===== config.mk =====
export PLATFORM = sky130hd
export DESIGN_NAME = bspe_dp
export DESIGN_NICKNAME = d
export VERILOG_FILES = /design/src/hw/rtl/bspe_pkg.sv /design/src/hw/rtl/bspe_dp.sv
export SDC_FILE = /design/constraint.sdc
export NUM_CORES = 2
export LEC_CHECK = 0
export ABC_CLOCK_PERIOD_IN_PS = 9000
export BUFFER_PORTS_ARGS = -buffer_cell sky130_fd_sc_hd__buf_2
export CAP_MARGIN = 10
export CORE_ASPECT_RATIO = 1.25
export CORE_MARGIN = 2
export CORE_UTILIZATION = 55
export DETAILED_ROUTE_END_ITERATION = 10
export GPL_TIMING_DRIVEN = 0
export PLACE_DENSITY = 0.75
export RECOVER_POWER = 50
export SYNTH_ARGS = -nofsm -noshare
export SYNTH_HDL_FRONTEND = slang
export SYNTH_MEMORY_MAX_BITS = 65536
export SYNTH_SLANG_ARGS = --single-unit

===== constraint.sdc =====
create_clock -name clk_i -period 9 [get_ports clk_i]
set_input_delay 1.8 -clock clk_i [delete_from_list [all_inputs] [get_ports clk_i]]
set_output_delay 1.8 -clock clk_i [all_outputs]
set_load 0.02 [all_outputs]

===== src/hw/rtl/bspe_pkg.sv =====
package bspe_pkg;

  // Sizes
  localparam int unsigned MaxEdges   = 256;
  localparam int unsigned EdgeAw     = 8;   // edge store address
  localparam int unsigned EdgeCw     = 9;   // edge count, holds MaxEdges
  localparam int unsigned VertSlots  = 64;
  localparam int unsigned VertW      = 6;
  localparam int unsigned QueueCw    = 7;   // queue pointers, hold VertSlots

  // Operation codes
  localparam logic [1:0] OP_CLEAR = 2'd0;
  localparam logic [1:0] OP_ADD   = 2'd1;
  localparam logic [1:0] OP_PATH  = 2'd2;
  localparam logic [1:0] OP_NONE  = 2'd3;

  // Result status codes
  localparam logic [1:0] ST_OK       = 2'd0;
  localparam logic [1:0] ST_NOCONN   = 2'd1;
  localparam logic [1:0] ST_INVALID  = 2'd2;
  localparam logic [1:0] ST_FULL     = 2'd3;

  // Input beat
  typedef struct packed {
    logic [1:0] operation;
    logic [7:0] first_vertex;
    logic [7:0] second_vertex;
  } item_t;

  // Result beat
  typedef struct packed {
    logic [1:0]       status;
    logic [VertW-1:0] path_vertex;
    logic             last;
  } result_t;

  // Controller to datapath
  typedef struct packed {
    logic       load;
    logic       clr_edges;
    logic       add_edge;
    logic       emit_single;
    logic [1:0] emit_status;
    logic       emit_src;
    logic       init_search;
    logic       deq;
    logic       latch_node;
    logic       scan;
    logic       walk_init;
    logic       walk;
    logic       walk_latch;
    logic       emit_rd;
  } dp_cmd_t;

  // Datapath to controller
  typedef struct packed {
    logic [1:0] op;
    logic       add_bad;
    logic       add_full;
    logic       path_bad;
    logic       path_same;
    logic       q_empty;
    logic       hit_dst;
    logic       scan_done;
    logic       walk_at_src;
    logic       emit_final;
  } dp_stat_t;

endpackage


===== src/hw/rtl/bspe_dp.sv =====
module bspe_dp (
  input  logic                         clk_i,
  input  logic                         rst_ni,
  input  bspe_pkg::item_t              item_i,
  input  logic [bspe_pkg::VertW-1:0]   vcount_i,
  input  logic                         cfg_clr_i,
  input  bspe_pkg::dp_cmd_t            cmd_i,
  output bspe_pkg::dp_stat_t           stat_o,
  output logic                         res_strobe_o,
  output bspe_pkg::result_t            res_o
);

  localparam int unsigned VW = bspe_pkg::VertW;
  localparam int unsigned QW = bspe_pkg::QueueCw;
  localparam int unsigned EW = bspe_pkg::EdgeCw;

  // Storage
  logic [2*VW-1:0] edge_mem   [bspe_pkg::MaxEdges];
  logic [VW-1:0]   parent_mem [bspe_pkg::VertSlots];
  logic [VW-1:0]   queue_mem  [bspe_pkg::VertSlots];
  logic [VW-1:0]   stack_mem  [bspe_pkg::VertSlots];

  bspe_pkg::item_t   item_q;
  bspe_pkg::result_t res_q;
  logic [EW-1:0]     edge_total_q, idx_q;
  logic [bspe_pkg::VertSlots-1:0] visited_q;
  logic [QW-1:0]     head_q, tail_q, n_q;
  logic [VW-1:0]     node_q, walk_v_q;
  logic [VW-1:0]     queue_rd_q, parent_rd_q, stack_rd_q;
  logic [2*VW-1:0]   edge_rd_q;
  logic              pend_q, out_pend_q, out_last_q, res_strobe_q;

  logic [VW-1:0] src, dst, ea, eb, nb;
  logic [7:0]    vc8;
  logic          ma, mb, hit, q_room, idx_live;

  assign src = item_q.first_vertex[VW-1:0];
  assign dst = item_q.second_vertex[VW-1:0];
  assign vc8 = {2'b00, vcount_i};

  // Edge under test against the current node
  assign ea       = edge_rd_q[2*VW-1:VW];
  assign eb       = edge_rd_q[VW-1:0];
  assign ma       = (ea == node_q);
  assign mb       = (eb == node_q);
  assign nb       = ma ? eb : ea;
  assign hit      = cmd_i.scan && pend_q && (ma || mb) && !visited_q[nb];
  assign q_room   = (tail_q < QW'(bspe_pkg::VertSlots));
  assign idx_live = (idx_q < edge_total_q);

  // Status toward the controller
  always_comb begin
    stat_o.op          = item_q.operation;
    stat_o.add_bad     = (item_q.first_vertex == 8'd0) || (item_q.second_vertex == 8'd0) ||
                         (item_q.first_vertex > vc8) || (item_q.second_vertex > vc8);
    stat_o.add_full    = (edge_total_q == EW'(bspe_pkg::MaxEdges));
    stat_o.path_bad    = (item_q.first_vertex > vc8) || (item_q.second_vertex > vc8);
    stat_o.path_same   = (item_q.first_vertex == item_q.second_vertex);
    stat_o.q_empty     = (head_q == tail_q);
    stat_o.hit_dst     = hit && (nb == dst);
    stat_o.scan_done   = !pend_q && !idx_live;
    stat_o.walk_at_src = (walk_v_q == src);
    stat_o.emit_final  = (n_q == QW'(1));
  end

  // Item latch
  always_ff @(posedge clk_i) begin
    if (cmd_i.load) begin
      item_q <= item_i;
    end
  end

  // Control registers
  always_ff @(posedge clk_i or negedge rst_ni) begin
    if (!rst_ni) begin
      edge_total_q <= '0;
      visited_q    <= '0;
      head_q       <= '0;
      tail_q       <= '0;
      idx_q        <= '0;
      pend_q       <= 1'b0;
      n_q          <= '0;
      out_pend_q   <= 1'b0;
      out_last_q   <= 1'b0;
      res_strobe_q <= 1'b0;
    end else begin
      // edge count
      if (cfg_clr_i || cmd_i.clr_edges) begin
        edge_total_q <= '0;
      end else if (cmd_i.add_edge) begin
        edge_total_q <= edge_total_q + EW'(1);
      end
      // search queue and marks, only the source marked at start
      if (cmd_i.init_search) begin
        visited_q <= bspe_pkg::VertSlots'(1) << src;
        head_q <= '0;
        tail_q <= QW'(1);
      end else begin
        if (cmd_i.deq) begin
          head_q <= head_q + QW'(1);
        end
        if (hit) begin
          visited_q[nb] <= 1'b1;
          if (q_room) begin
            tail_q <= tail_q + QW'(1);
          end
        end
      end
      // edge scan
      if (cmd_i.latch_node) begin
        idx_q  <= '0;
        pend_q <= 1'b0;
      end else if (cmd_i.scan) begin
        pend_q <= idx_live;
        if (idx_live) begin
          idx_q <= idx_q + EW'(1);
        end
      end
      // path stack depth
      if (cmd_i.walk_init) begin
        n_q <= '0;
      end else if (cmd_i.walk) begin
        n_q <= n_q + QW'(1);
      end else if (cmd_i.emit_rd) begin
        n_q <= n_q - QW'(1);
      end
      out_pend_q   <= cmd_i.emit_rd;
      out_last_q   <= (n_q == QW'(1));
      res_strobe_q <= cmd_i.emit_single || out_pend_q;
    end
  end

  // Node and walk pointer
  always_ff @(posedge clk_i) begin
    if (cmd_i.latch_node) begin
      node_q <= queue_rd_q;
    end
    if (cmd_i.walk_init) begin
      walk_v_q <= dst;
    end else if (cmd_i.walk_latch) begin
      walk_v_q <= parent_rd_q;
    end
  end

  // Edge store
  always_ff @(posedge clk_i) begin
    if (cmd_i.add_edge) begin
      edge_mem[edge_total_q[bspe_pkg::EdgeAw-1:0]] <= {src, dst};
    end
    edge_rd_q <= edge_mem[idx_q[bspe_pkg::EdgeAw-1:0]];
  end

  // Search queue
  always_ff @(posedge clk_i) begin
    if (cmd_i.init_search) begin
      queue_mem[0] <= src;
    end else if (hit && q_room) begin
      queue_mem[tail_q[VW-1:0]] <= nb;
    end
    queue_rd_q <= queue_mem[head_q[VW-1:0]];
  end

  // Parent links
  always_ff @(posedge clk_i) begin
    if (hit) begin
      parent_mem[nb] <= node_q;
    end
    parent_rd_q <= parent_mem[walk_v_q];
  end

  // Path stack, filled destination first and read back in reverse
  always_ff @(posedge clk_i) begin
    if (cmd_i.walk) begin
      stack_mem[n_q[VW-1:0]] <= walk_v_q;
    end
    stack_rd_q <= stack_mem[n_q[VW-1:0] - VW'(1)];
  end

  // Result register
  always_ff @(posedge clk_i) begin
    if (cmd_i.emit_single) begin
      res_q.status      <= cmd_i.emit_status;
      res_q.path_vertex <= cmd_i.emit_src ? src : '0;
      res_q.last        <= 1'b1;
    end else if (out_pend_q) begin
      res_q.status      <= bspe_pkg::ST_OK;
      res_q.path_vertex <= stack_rd_q;
      res_q.last        <= out_last_q;
    end
  end

  assign res_strobe_o = res_strobe_q;
  assign res_o        = res_q;

endmodule


==> summary.md <==
| Metric | Value |
|---|---|
| CP arrival | `6.09 ns` |
| Total CTS buffers | `a little over 400` |
| Top FF cell, synth | `edfxtp_1` |
| Reg area | `131,000 um^2` |
| Clock root cell | `clkbuf_16` |
| Grt total ovfl | `0` |
| Final hold violations | `0` |
| Worst-path cell chain | `xnor2_1, nand2_1, o21ai_0, and2_1, clkbuf_1, a31o_2, a41oi_1, nor4_1, nand2_1, buf_2, nor4_1, buf_2` |
| Largest net degree at the start of global routing | `75` |
| Syn. warnings | `0` |
| Cell Count, Final, Fillers Out | `13,600` |
| Outcome | `finished with violations` |
| Reg2reg end | `edge_rd_q[2]` |
| R2R setup slack | `2.28 ns` |
| DP Wirelength | `350,000 um` |
| Slowest cell on crit path | `edfxtp_1` |
| Post-CTS Resized | `0` |
| Synth Area per Inst | `21.1 um^2` |
| CP endpoint kind | `output port` |
| Sequential element share of the synthesized area | `0.758` |
| Final WL | `between 500,000 and 600,000 um` |
| Leakage power total | `between 50 and 60 nW` |
| Gr usage total | `0.318` |
| Final Util | `0.623` |
| Multi-input logic area | `just under 40,000 um^2` |
| Clock power frac | `0.403` |
| Slew Viols, Final | `704` |
| Relative slew slack | `-2.29` |
| Final Cycle Share | `0.877` |
| Placed cells | `between 10,000 and 15,000` |
| Worst-path fanout max | `18` |
| Post-CTS setup repair buffer count | `0` |
| Die width | `506 um` |
| Fmax | `roughly 130 MHz` |
| Final-report setup violation count | `0` |
| Synth Instances | `just over 8,000` |
| Clk_skew | `about 0.098 ns` |
| VDD IR max | `0.000192 V` |
| Top Ports | `63` |
| DRC viols | `0` |
| Initial antenna violation count | `33` |
| Critical path launch point | `node_q[0]` |
| Worst-margin pin slew | `4.93 ns` |
| Critical path data required time | `7.20 ns` |
| Crit path capture | `stat_o[3]` |
| Min Hold Slack | `0.412 ns` |
| Sink Count | `4,400` |
| Maxcap violations | `23` |
| TritonRoute pass-1 iters | `9` |
| CTS tree | `built` |
| Fillers | `20,700` |
| Number of global-route vias before repair | `between 90,000 and 100k` |
| Pwr dens | `224 nW/um^2` |
| Synthesized flop and latch total | `4,400` |
| RePlAce Congestion | `0.975` |
| H-tree lvl count | `5` |
| Starting density of the core | `0.552` |
| Routed Antenna Nets | `0` |
| Avg WL per Cell | `37.5 um` |
| Design Power | `43.9 mW` |
| Worst hold path class | `reg -> reg` |
| Yosys cell types | `78` |
| Psw | `approximately 10 mW` |
| Core Box Area | `314,000 um^2` |
| Via count | `between 90,000 and 100k` |
| Clk Latency, worst-skew pair | `0.98 ns` |
| RSZ-0062 raised after global routing | `no` |
| Reg2Reg Depth | `11` |
| Global-route wire length before repair | `approximately 710,000 um` |
| CTS clk-pin slew, worst paths | `0.07 ns` |
| DIE AREA | `between 300,000 and 400,000 um^2` |
| Row cnt | `230` |
| Hold Buf Count CTS | `0` |
| DR iter-0 viols | `15,600` |
| Share of post-route cells with drive strength above 1 | `0.242` |
| Crit start category | `flip-flop` |
| Critical R2R Launch | `idx_q[2]` |
| Failing checks | `capacitance limit, slew limit` |
| Mapped cell area | `173,000 um^2` |
| P&R area growth vs syn | `12.9%` |
| Syn nets | `roughly 8,300` |
| Minimum clock period | `7.89 ns` |
| Internal Power | `around 34 mW` |
| Logic pwr share | `0.074` |
| Layout Nets | `9,147` |
| Max clock buf depth | `4` |
| Net Sw Frac | `0.225` |
| Die Ht | `approximately 630 um` |
| Reg power frac | `0.523` |
| PortBufs | `62` |
| Post-synth EDFFs | `~4,300` |
| Ys async rst share | `0.0243` |
| Fin Setup TNS | `0 ns` |
| Crit path kind | `reg -> out` |
| CP peak stage delay | `0.90 ns` |
| Vias/cell | `6.88` |
==> area by class of cell <==
cell class | instances | share of cell area
clock inverters | 273 | 0.0145
plain buffers | 507 | 0.0105
inverters | 88 | 0.00169
multi-input cells | 3221 | 0.203
repair buffers | 448 | 0.0172
clock buffers | 476 | 0.0547
flip-flops and latches | 4400 | 0.672
well taps | 4176 | 0.0267
diodes | 20 | 0.000256
==> how the worst min path moves through the flow <==
stage / start / endpoint / slack [ns] / depth (start not counted)
floorplan: queue_rd_q[0] / node_q[0] / 0.39 / 0
global placement: queue_rd_q[4] / node_q[4] / 0.39 / 0
detailed placement: queue_rd_q[4] / node_q[4] / 0.40 / 0
CTS: queue_rd_q[4] / node_q[4] / 0.41 / 0
global route: queue_rd_q[4] / node_q[4] / 0.42 / 0
finish: queue_rd_q[3] / node_q[3] / 0.41 / 0
==> metrics by stage <==
step	cell area (um^2)	setup WS (ns)
after floorplan	173000	1.70
after global placement	179000	-3.30
after detailed placement	185000	2.17
after CTS	198000	1.18
after global routing	195000	0.845
final	196000	1.11
==> sequential cells by signal, indices dropped and copies added, names as in the netlist, 9 cells and up <==
signal,flops
idx_q,9
edge_mem,3072
res_o,9
parent_mem,384
queue_mem,384
visited_q,64
stack_mem,384
edge_rd_q,12
edge_total_q,9
item_q,10
==> cell usage after synthesis, types with 30 or more instances <==
cell	n	area (um^2)
buf_1	134	503
xnor2_1	48	420
mux2i_1	284	2840
dfrtp_1	107	2680
nand3_1	54	270
nand2_1	152	571
clkbuf_1	313	1170
buf_2	54	270
mux4_2	1188	26800
o21ai_0	111	556
nor2_1	520	1950
nor3_1	140	701
edfxtp_1	4262	128000
a21oi_1	155	776
dfxtp_1	31	621
inv_1	84	315
o22ai_1	60	375
ha_1	30	375
o221ai_1	133	1160
==> worst max-delay path, delay by kind of cell (launching register included) <==
kind | cells | cell delay [ns]
compound gates | 3 | 1.03
xor+xnor | 1 | 0.23
buf+inv | 3 | 1.12
flops | 1 | 0.90
simple gates | 5 | 1.83
==> metal layers <==
layer | track usage | wire [um] | vias up
met4 | 0.201 | 41700 | 18
met2 | 0.508 | 243000 | 7300
met3 | 0.0748 | 59600 | 1717
li1 | - | - | 36100
met5 | 0 | 221 | -
met1 | 0.396 | 166000 | 48500
==> power groups by stage <==
stage	registers [mW]	logic [mW]	clock network (mW)
after CTS	22.9	3.51	17.7
after global routing	23.0	3.34	18.5
final	23.0	3.23	17.7
after floorplan	23.7	1.65	0
after detailed placement	23.4	3.49	0
after global placement	24.0	2.52	0
==> kinds of logic (layout without fill, tap and decap cells) <==
kind of cell	Yosys count	in the layout	share of synthesized area
compound gates	611	611	0.0242
xor+xnor	65	65	0.00333
simple gates	1026	1026	0.0263
flops	4400	4400	0.758
mux	1489	1489	0.172
buf+inv	595	1792	0.0135
fa+ha+maj	30	30	0.00217
other cells	0	20	0
==> cell usage in the layout (no fill, tap or decap), types with 129 or more instances in the layout <==
cell,n
edfxtp_1,4262
mux4_2,1188
clkbuf_1,529
nor2_1,474
clkbuf_16,419
mux2i_1,282
a21oi_1,155
nand2_1,152
nor3_1,139
o221ai_1,133
buf_2,129
(Power assumes the default switching activity.)
