## src/hw/rtl/bspe_pkg.sv

```systemverilog
package bspe_pkg;

  // Sizes
  localparam int unsigned MaxEdges   = 256;
  localparam int unsigned EdgeAw     = 8;   // edge store address
  localparam int unsigned EdgeCw     = 9;   // edge count, holds MaxEdges
  localparam int unsigned VertSlots  = 64;
  localparam int unsigned VertW      = 6;
  localparam int unsigned QueueCw    = 7;   // queue pointers, hold VertSlots

  // Operation codes
  localparam logic [1:0] OP_CLEAR = 2'd0;
  localparam logic [1:0] OP_ADD   = 2'd1;
  localparam logic [1:0] OP_PATH  = 2'd2;
  localparam logic [1:0] OP_NONE  = 2'd3;

  // Result status codes
  localparam logic [1:0] ST_OK       = 2'd0;
  localparam logic [1:0] ST_NOCONN   = 2'd1;
  localparam logic [1:0] ST_INVALID  = 2'd2;
  localparam logic [1:0] ST_FULL     = 2'd3;

  // Input beat
  typedef struct packed {
    logic [1:0] operation;
    logic [7:0] first_vertex;
    logic [7:0] second_vertex;
  } item_t;

  // Result beat
  typedef struct packed {
    logic [1:0]       status;
    logic [VertW-1:0] path_vertex;
    logic             last;
  } result_t;

  // Controller to datapath
  typedef struct packed {
    logic       load;
    logic       clr_edges;
    logic       add_edge;
    logic       emit_single;
    logic [1:0] emit_status;
    logic       emit_src;
    logic       init_search;
    logic       deq;
    logic       latch_node;
    logic       scan;
    logic       walk_init;
    logic       walk;
    logic       walk_latch;
    logic       emit_rd;
  } dp_cmd_t;

  // Datapath to controller
  typedef struct packed {
    logic [1:0] op;
    logic       add_bad;
    logic       add_full;
    logic       path_bad;
    logic       path_same;
    logic       q_empty;
    logic       hit_dst;
    logic       scan_done;
    logic       walk_at_src;
    logic       emit_final;
  } dp_stat_t;

endpackage

```

## src/hw/rtl/bspe_ctrl.sv

```systemverilog
module bspe_ctrl (
  input  logic                clk_i,
  input  logic                rst_ni,
  input  logic                start_i,
  input  bspe_pkg::dp_stat_t  stat_i,
  output bspe_pkg::dp_cmd_t   cmd_o,
  output logic                busy_o
);

  localparam logic [3:0] S_IDLE   = 4'd0;
  localparam logic [3:0] S_DECODE = 4'd1;
  localparam logic [3:0] S_DEQ    = 4'd2;
  localparam logic [3:0] S_NODE   = 4'd3;
  localparam logic [3:0] S_SCAN   = 4'd4;
  localparam logic [3:0] S_WALK   = 4'd5;
  localparam logic [3:0] S_WALKW  = 4'd6;
  localparam logic [3:0] S_EMIT   = 4'd7;
  localparam logic [3:0] S_DRAIN  = 4'd8;

  logic [3:0] state_q, state_d;

  // Next state and commands
  always_comb begin
    state_d = state_q;
    cmd_o   = '0;
    unique case (state_q)
      S_IDLE: begin
        if (start_i) begin
          cmd_o.load = 1'b1;
          state_d    = S_DECODE;
        end
      end
      S_DECODE: begin
        state_d = S_IDLE;
        unique case (stat_i.op)
          bspe_pkg::OP_CLEAR: begin
            cmd_o.clr_edges   = 1'b1;
            cmd_o.emit_single = 1'b1;
            cmd_o.emit_status = bspe_pkg::ST_OK;
          end
          bspe_pkg::OP_ADD: begin
            cmd_o.emit_single = 1'b1;
            if (stat_i.add_bad) begin
              cmd_o.emit_status = bspe_pkg::ST_INVALID;
            end else if (stat_i.add_full) begin
              cmd_o.emit_status = bspe_pkg::ST_FULL;
            end else begin
              cmd_o.emit_status = bspe_pkg::ST_OK;
              cmd_o.add_edge    = 1'b1;
            end
          end
          bspe_pkg::OP_PATH: begin
            if (stat_i.path_bad) begin
              cmd_o.emit_single = 1'b1;
              cmd_o.emit_status = bspe_pkg::ST_INVALID;
            end else if (stat_i.path_same) begin
              cmd_o.emit_single = 1'b1;
              cmd_o.emit_status = bspe_pkg::ST_OK;
              cmd_o.emit_src    = 1'b1;
            end else begin
              cmd_o.init_search = 1'b1;
              state_d           = S_DEQ;
            end
          end
          bspe_pkg::OP_NONE: begin
            state_d = S_IDLE;
          end
          default: state_d = S_IDLE;
        endcase
      end
      S_DEQ: begin
        if (stat_i.q_empty) begin
          cmd_o.emit_single = 1'b1;
          cmd_o.emit_status = bspe_pkg::ST_NOCONN;
          state_d           = S_IDLE;
        end else begin
          cmd_o.deq = 1'b1;
          state_d   = S_NODE;
        end
      end
      S_NODE: begin
        cmd_o.latch_node = 1'b1;
        state_d          = S_SCAN;
      end
      S_SCAN: begin
        cmd_o.scan = 1'b1;
        if (stat_i.hit_dst) begin
          cmd_o.walk_init = 1'b1;
          state_d         = S_WALK;
        end else if (stat_i.scan_done) begin
          state_d = S_DEQ;
        end
      end
      S_WALK: begin
        cmd_o.walk = 1'b1;
        state_d    = stat_i.walk_at_src ? S_EMIT : S_WALKW;
      end
      S_WALKW: begin
        cmd_o.walk_latch = 1'b1;
        state_d          = S_WALK;
      end
      S_EMIT: begin
        cmd_o.emit_rd = 1'b1;
        if (stat_i.emit_final) begin
          state_d = S_DRAIN;
        end
      end
      S_DRAIN: begin
        state_d = S_IDLE;
      end
      default: state_d = S_IDLE;
    endcase
  end

  always_ff @(posedge clk_i or negedge rst_ni) begin
    if (!rst_ni) begin
      state_q <= S_IDLE;
    end else begin
      state_q <= state_d;
    end
  end

  assign busy_o = (state_q != S_IDLE);

endmodule

```

## config.mk

```make
export PLATFORM = sky130hd
export DESIGN_NAME = bspe_ctrl
export DESIGN_NICKNAME = d
export VERILOG_FILES = /design/src/hw/rtl/bspe_pkg.sv /design/src/hw/rtl/bspe_ctrl.sv
export SDC_FILE = /design/constraint.sdc
export NUM_CORES = 1
export LEC_CHECK = 0
export ABC_AREA = 1
export BUFFER_PORTS_ARGS = -buffer_cell sky130_fd_sc_hd__buf_2
export CORE_AREA = 10 10 47 49
export CTS_BUF_LIST = sky130_fd_sc_hd__clkbuf_2 sky130_fd_sc_hd__clkbuf_4 sky130_fd_sc_hd__clkbuf_8
export DETAILED_ROUTE_END_ITERATION = 12
export DIE_AREA = 0 0 57 59
export PLACE_DENSITY = 0.68
export SYNTH_ARGS = -nofsm -noshare
export SYNTH_HDL_FRONTEND = slang
export SYNTH_SLANG_ARGS = --single-unit
```

## constraint.sdc

```tcl
create_clock -name clk_i -period 1.3 [get_ports clk_i]
set_clock_uncertainty 0.2 [all_clocks]
set_input_delay 0.26 -clock clk_i [delete_from_list [all_inputs] [get_ports clk_i]]
set_output_delay 0.26 -clock clk_i [all_outputs]
set_load 0.02 [all_outputs]
```

==> results of run 1 <==
[repair_timing]
| item | CTS | global route |
|---|---|---|
| pin swaps | 8 | 6 |
| setup endpoints to repair | 20 | 20 |
| resized for setup | 39 | 16 |
| cloned | 0 | 0 |
| hold buffers | 1 | 0 |
| buffers inserted | 4 | 8 |
| endpoints found under the hold margin | 4 | 0 |
[critical path, cell delays in order, from the launching register on]
cell	delay (ps)
dfrtp_2	420
nor2_4	120
nand4_1	170
buf_4	190
nor3_4	110
buf_6	140
[how the worst max path moves through the flow]
stage                endpoint  startpoint  slack (ps)  cells past startpoint
floorplan           cmd_o[10]  state_q[2]        -300                      3
global placement    cmd_o[10]  state_q[3]        -320                      4
detailed placement  cmd_o[10]  state_q[3]        -350                      4
CTS                 cmd_o[10]  state_q[0]        -560                      5
global route         cmd_o[8]  state_q[0]        -610                      6
finish               cmd_o[8]  state_q[1]        -550                      5
[cell families after synthesis]
family                 Yosys count  share of synthesized area (%)
AND/OR/NAND/NOR                 43                           49.6
buffers and inverters           19                           16.3
AO/OA/AOI/OAI                    8                           11.2
flip-flops                       4                           22.9
[stage by stage]
step	setup slack [ps]	hold WS [ps]	utilization, %	area (µm²)	power (W)
2_1_floorplan	-301	-236	-	538	0.000835
3_3_place_gp	-319	-132	61.4	861	0.00125
3_5_place_dp	-346	-132	61.4	861	0.00127
4_1_cts	-558	141	74.5	1040	0.00171
5_1_grt	-610	157	81.9	1150	0.00209
6_report	-555	142	81.9	1150	0.00197
[layout make-up]
class | instances | area (µm²) | share of cell area (%)
repair buffers | 61 | 507 | 44.2
multi-input cells | 51 | 415 | 36.2
flip-flops and latches | 4 | 101 | 8.83
inverters | 19 | 73.8 | 6.43
clock buffers | 4 | 30.0 | 2.62
well taps | 16 | 20.0 | 1.74
[report_power, final]
| group | leakage, nW | internal [W] | switching (W) |
|---|---|---|---|
| logic | 0.550 | 0.000746 | 0.000827 |
| registers | 0.0515 | 0.000167 | 0.0000373 |
| clock network | 0.0184 | 0.000136 | 0.0000574 |
| total | 0.620 | 0.00105 | 0.000922 |
[per-layer routing]
metal	global-route usage, %	part of all wire, %	wire, µm	up-vias
met3	4.29	6.4	142	4
met1	12.0	41	895	348
met5	0	0	0	-
li1	-	-	-	369
met4	5.37	1.5	32	0
met2	20.9	51	1130	26
[layout by cell type (no fill, tap or decap), drive strengths merged, types with 4 or more instances in the layout]
cell type	netlist	final
inv	18	19
buf	0	60
clkbuf	0	4
dfrtp	4	4
nand2	16	16
nor3	4	4
nand3	4	4
nor2	12	12
nand4	4	4
==> impl_metrics.csv, run 1 <==
group,metric,value,unit
critical_path,path_class,"reg2out",
floorplan,top_level_ports,30,
logic_synthesis,synthTopCellsByCount,"nand2_1, inv_1, nor2_1",
timing,maxSlewHeadroom,84.1,%
placement,dp_hpwl,1510,µm
floorplan,num_rows,14,
critical_path,reg2regPathDepth,9,
clock_network,path_clk_slew,50,ps
critical_path,crit_path_end_kind,"output port",
timing,worst_slack,-555,ps
flow_run,maxCapViolCount,0,
timing,rsz0062_at_grt,"yes",
placement,place.gp.congestion,0.778,
outcome,violations,"setup timing",
logic_synthesis,ys_ff_latch,4,
critical_path,worstReg2RegEnd,"state_q[0]",
placement,port_buffers,29,
drt,wl,2210,µm
layout,instances_no_fill,155,
clock_network,cts_buffers,3,
clock_network,clkLatencyLatePin,240,ps
power,pwr_density_cell,1720,nW/µm²
drt,wl_per_cell,14.2,µm
critical_path,arrival,1390,ps
drt,drc,0,
logic_synthesis,synth_top_area_share,22.9,%
global_route,grtUsageTotal,11.8,%
clock_network,cts_tree,"built",
hold_path,hold_path.class,"in2async",
critical_path,r2r_slack,-340,ps
timing,slew_viol_final,0,
logic_synthesis,syn_area,437,µm²
clock_network,cts_buffer_depth,2,
drt,vias,747,
logic_synthesis,synth_ff_type,"dfrtp_1",
floorplan,die_x,57,µm
logic_synthesis,synth-edff-count,0,
floorplan,initial_core_util,31.2,%
timing,period_minus_slack,1850,ps
drt,first_pass_iters,4,
logic_synthesis,synth-async-reset-ratio,100,%
layout,synthToLayoutAreaGrowth,163,%
logic_synthesis,yosysMostFrequentCell,"nand2_1",
power,vdd_ir_drop_max,1.07,mV
outcome,status,"finished, violations left",
clock_network,cts_sinks,4,
critical_path,start_kind,"register",
logic_synthesis,ys_seq_area_share,22.9,%
layout,diodes,0,
power,p_leak,0.620,nW
timing,max_slew.worst_pin.slew,238,ps
floorplan,core_area,1400,µm²
critical_path,required,840,ps
layout,largest_register_ffs,4,
floorplan,die_area,3360,µm²
layout,top_register,"state_q",
timing,period_share,143,%
clock_network,htreeDepth,1,
drt,viasPerCell,4.82,
layout,fillers,98,
layout,drive_gt1_share,72.7,%
global_route,grt_pass1_wl,3220,µm
logic_synthesis,synthesis.nets,88,
timing,timing.fmax,539,MHz
logic_synthesis,yosys.cell_types.count,21,
global_route,grt_max_degree,6,
global_route,antenna_found_initial,0,
logic_synthesis,avgSynthCellArea,5.90,µm²
logic_synthesis,synth.area.top_cells,"dfrtp_1, nand2_1, inv_1",
logic_synthesis,yosys.area.top_type,"dfrtp_1",
layout,reg.largest.list,"state_q x4",
placement,dp_cells,140,
drt,ant_nets,0,
logic_synthesis,postSynthCellCount,74,
logic_synthesis,yosysWarnings,0,
critical_path,worst-path-max-fanout,3,
floorplan,die_height,59,µm
timing,hold_violations,0,
critical_path,reg2reg_from,"state_q[2]",
clock_network,cts-root-buf,"clkbuf_4",
global_route,grt-ovfl-total,0,
layout,layout.nets,154,
global_route,grt_pass1_vias,743,
drt,drtIter0Drc,9,
timing,finalSetupViolCount,20,
timing,setup_tns,-8760,ps
No activity file was read; power rests on OpenSTA's default activity.
==> run 2: changes to the inputs <==
--- a/config.mk
+++ b/config.mk
@@ -5,13 +5,12 @@
 export SDC_FILE = /design/constraint.sdc
 export NUM_CORES = 1
 export LEC_CHECK = 0
-export ABC_AREA = 1
 export BUFFER_PORTS_ARGS = -buffer_cell sky130_fd_sc_hd__buf_2
 export CORE_AREA = 10 10 47 49
 export CTS_BUF_LIST = sky130_fd_sc_hd__clkbuf_2 sky130_fd_sc_hd__clkbuf_4 sky130_fd_sc_hd__clkbuf_8
 export DETAILED_ROUTE_END_ITERATION = 12
 export DIE_AREA = 0 0 57 59
-export PLACE_DENSITY = 0.68
+export PLACE_DENSITY = 0.7
 export SYNTH_ARGS = -nofsm -noshare
 export SYNTH_HDL_FRONTEND = slang
 export SYNTH_SLANG_ARGS = --single-unit
==> run 2 against run 1 <==
The flow still finishes with violations (setup timing). Hold slack worse by 55 ps. Final area is 4.7% lower. Sequential power hardly changed. Largest cell class is now multi-input gates. Largest power group unchanged. Highest routed layer unchanged.
==> impl_metrics.csv, run 2 <==
group,metric,value,unit
layout,stdcell_area,1090,µm²
critical_path,worst-path-max-fanout,4,
global_route,grt_max_degree,16,
timing,hold_violations,0,
logic_synthesis,syn_area,458,µm²
critical_path,cp-endpoint,"cmd_o[8]",
critical_path,arrival,1920,ps
timing,period_share,183,%
logic_synthesis,yosysMostFrequentCell,"nor2_1",
critical_path,crit_family,"simple AND/OR/NAND/NOR gates",
layout,reg.largest.list,"state_q x4",
drt,viasPerCell,5.20,
timing,slew_viol_final,0,
layout,multiInputGateArea,493,µm²
logic_synthesis,yosysWarnings,0,
floorplan,die_area,3360,µm²
logic_synthesis,yosys.area.top_type,"dfrtp_1",
critical_path,slowest_stage,"or4b_4",
drt,ant_nets,0,
clock_network,htreeDepth,1,
layout,top_register,"state_q",
timing,finalSetupViolCount,20,
placement,port_buffers,29,
layout,area.sequential,100,µm²
global_route,antenna_found_initial,0,
timing,max_slew.worst_pin.slew,227,ps
critical_path,crit_path_start,"state_q[2]",
floorplan,num_rows,14,
layout,utilization,78.0,%
layout,layout.nets,137,
placement,dpl_cell_area,831,µm²
layout,layout_common_cells,"buf_4, buf_6, buf_2, nor2_1, nor3_4",
critical_path,crit_path_end_kind,"output port",
drt,first_pass_iters,4,
clock_network,cts_buffer_depth,2,
logic_synthesis,ys_ff_latch,4,
logic_synthesis,synth_ff_type,"dfrtp_1",
flow_run,maxCapViolCount,0,
logic_synthesis,synthTopCellsByCount,"nor2_1, nand2_1, nor3_1, o21ai_0, dfrtp_1",
logic_synthesis,avgSynthCellArea,6.73,µm²
global_route,grt_pass1_vias,700,
logic_synthesis,synth_top_area_share,21.9,%
clock_network,clkLatencyLatePin,230,ps
critical_path,path_class,"reg2out",
global_route,grtUsageTotal,11.5,%
critical_path,worstReg2RegEnd,"state_q[1]",
outcome,violations,"setup timing",
critical_path,cp_slowest_stage_delay,530,ps
timing,rsz0062_at_grt,"yes",
global_route,grt-ovfl-total,0,
critical_path,cp.depth,4,
drt,drc,0,
floorplan,die_x,57,µm
critical_path,crit_path_cell_trace,"or4b_4 > or3b_4 > nor3b_4 > buf_6",
floorplan,core_area,1400,µm²
critical_path,r2r_slack,-760,ps
logic_synthesis,synth.area.top_cells,"dfrtp_1, nor2_1, nor3_1",
placement,place.gp.congestion,0.786,
layout,diodes,0,
timing,timing.fmax,421,MHz
hold_path,hold_path.class,"in2reg",
layout,final_common_cell,"buf_4",
global_route,grt_pass1_wl,3190,µm
critical_path,required,840,ps
critical_path,start_kind,"register",
drt,wl_per_cell,14.6,µm
critical_path,path_buf_inv,1,
clock_network,cts_sinks,4,
timing,maxSlewHeadroom,84.8,%
clock_network,path_clk_slew,40,ps
floorplan,top_level_ports,30,
drt,drtIter0Drc,8,
drt,vias,713,
critical_path,reg2reg_from,"state_q[2]",
timing,worst_slack,-1080,ps
power,p_leak,0.509,nW
power,vdd_ir_drop_max,1.42,mV
clock_network,cts_buffers,3,
logic_synthesis,ys_seq_area_share,21.9,%
timing,period_minus_slack,2380,ps
critical_path,reg2regPathDepth,4,
layout,fillers,96,
power,pwr_density_cell,2090,nW/µm²
drt,wl,2010,µm
logic_synthesis,synth-edff-count,0,
logic_synthesis,synthesis.nets,82,
logic_synthesis,postSynthCellCount,68,
layout,drive_gt1_share,69.4,%
logic_synthesis,synth-async-reset-ratio,100,%
floorplan,initial_core_util,32.7,%
logic_synthesis,yosys.cell_types.count,27,
layout,synthToLayoutAreaGrowth,139,%
clock_network,cts-root-buf,"clkbuf_4",
floorplan,die_height,59,µm
layout,largest_register_ffs,4,
outcome,status,"finished, violations left",
placement,dp_slack,-859,ps
clock_network,cts_tree,"built",
placement,dp_hpwl,1470,µm
[run 2: cell types whose count changed after synthesis, moves of 4 or more]
cell,delta
inv_1,-10
inv_2,-5
nand2_1,-9
nand4_1,-4
nor2_1,+4
o21ai_0,+6
[run 2: layout make-up]
| class | count | area share (%) |
|---|---|---|
| Tap cell | 16 | 1.83 |
| Clock buffer | 3 | 2.06 |
| Inverter | 3 | 1.03 |
| Sequential cell | 4 | 9.15 |
| Timing Repair Buffer | 54 | 40.8 |
| Multi-Input combinational cell | 57 | 45.1 |
[run 2: worst min path at each step]
| stage | from | to | slack, ps | cells past startpoint |
|---|---|---|---|---|
| final | stat_i[0] | state_q[1] | 90 | 2 |
| after global placement | rst_ni | state_q[0] | -140 | 1 |
| after global routing | stat_i[0] | state_q[1] | 90 | 2 |
| after detailed placement | rst_ni | state_q[0] | -130 | 1 |
| after floorplan | rst_ni | state_q[0] | -240 | 0 |
| after CTS | stat_i[0] | state_q[1] | 80 | 2 |
[run 2: cell families after synthesis]
group / count (synthesis) / share of synthesized area, %
buffers and inverters: 7 / 7.38
and+or+nand+nor: 42 / 48.1
DFF: 4 / 21.9
AOI/OAI and AO/OA: 15 / 22.7
[run 2: timing repair]
action / in CTS / in global routing
setup buffers: 6 / 3
hold endpoints to repair: 4 / 0
hold buffers: 1 / 0
gates resized for setup: 40 / 7
pin swaps: 7 / 4
setup endpoints to repair: 20 / 20
[run 2: stage by stage]
step / total power, W / setup TNS (ps) / std cells / hold slack [ps]
floorplan: 0.00115 / -7340 / 68 / -236
global placement: 0.00153 / -8230 / 125 / -135
detailed placement: 0.00156 / -8620 / 125 / -132
CTS: 0.00211 / -12150 / 135 / 84.2
global route: 0.00244 / -13470 / 137 / 89.3
finish: 0.00229 / -12260 / 137 / 86.6
[run 2: worst register-to-register path: cells and delay by family, from the launching register on]
| kind | cells | cell delay [ps] |
|---|---|---|
| AO/OA/AOI/OAI | 2 | 450 |
| flip-flops | 1 | 370 |
| AND/OR/NAND/NOR | 2 | 970 |
[run 2: report_power, final]
| group | leakage (nW) | internal [W] | total [W] | switching (W) |
|---|---|---|---|---|
| registers | 0.0533 | 0.000173 | 0.000201 | 0.0000282 |
| clock network | 0.0138 | 0.000103 | 0.000153 | 0.0000502 |
| logic | 0.441 | 0.000970 | 0.00194 | 0.000966 |
[run 2: routing by layer]
layer  track usage (%)  vias to the layer above  share of wire (%)
met4              3.02                        0               0.65
li1                  -                      354                  -
met2              22.2                       19                 55
met5                 0                        -                  0
met3              3.43                        2                7.0
met1              11.7                      338                 37
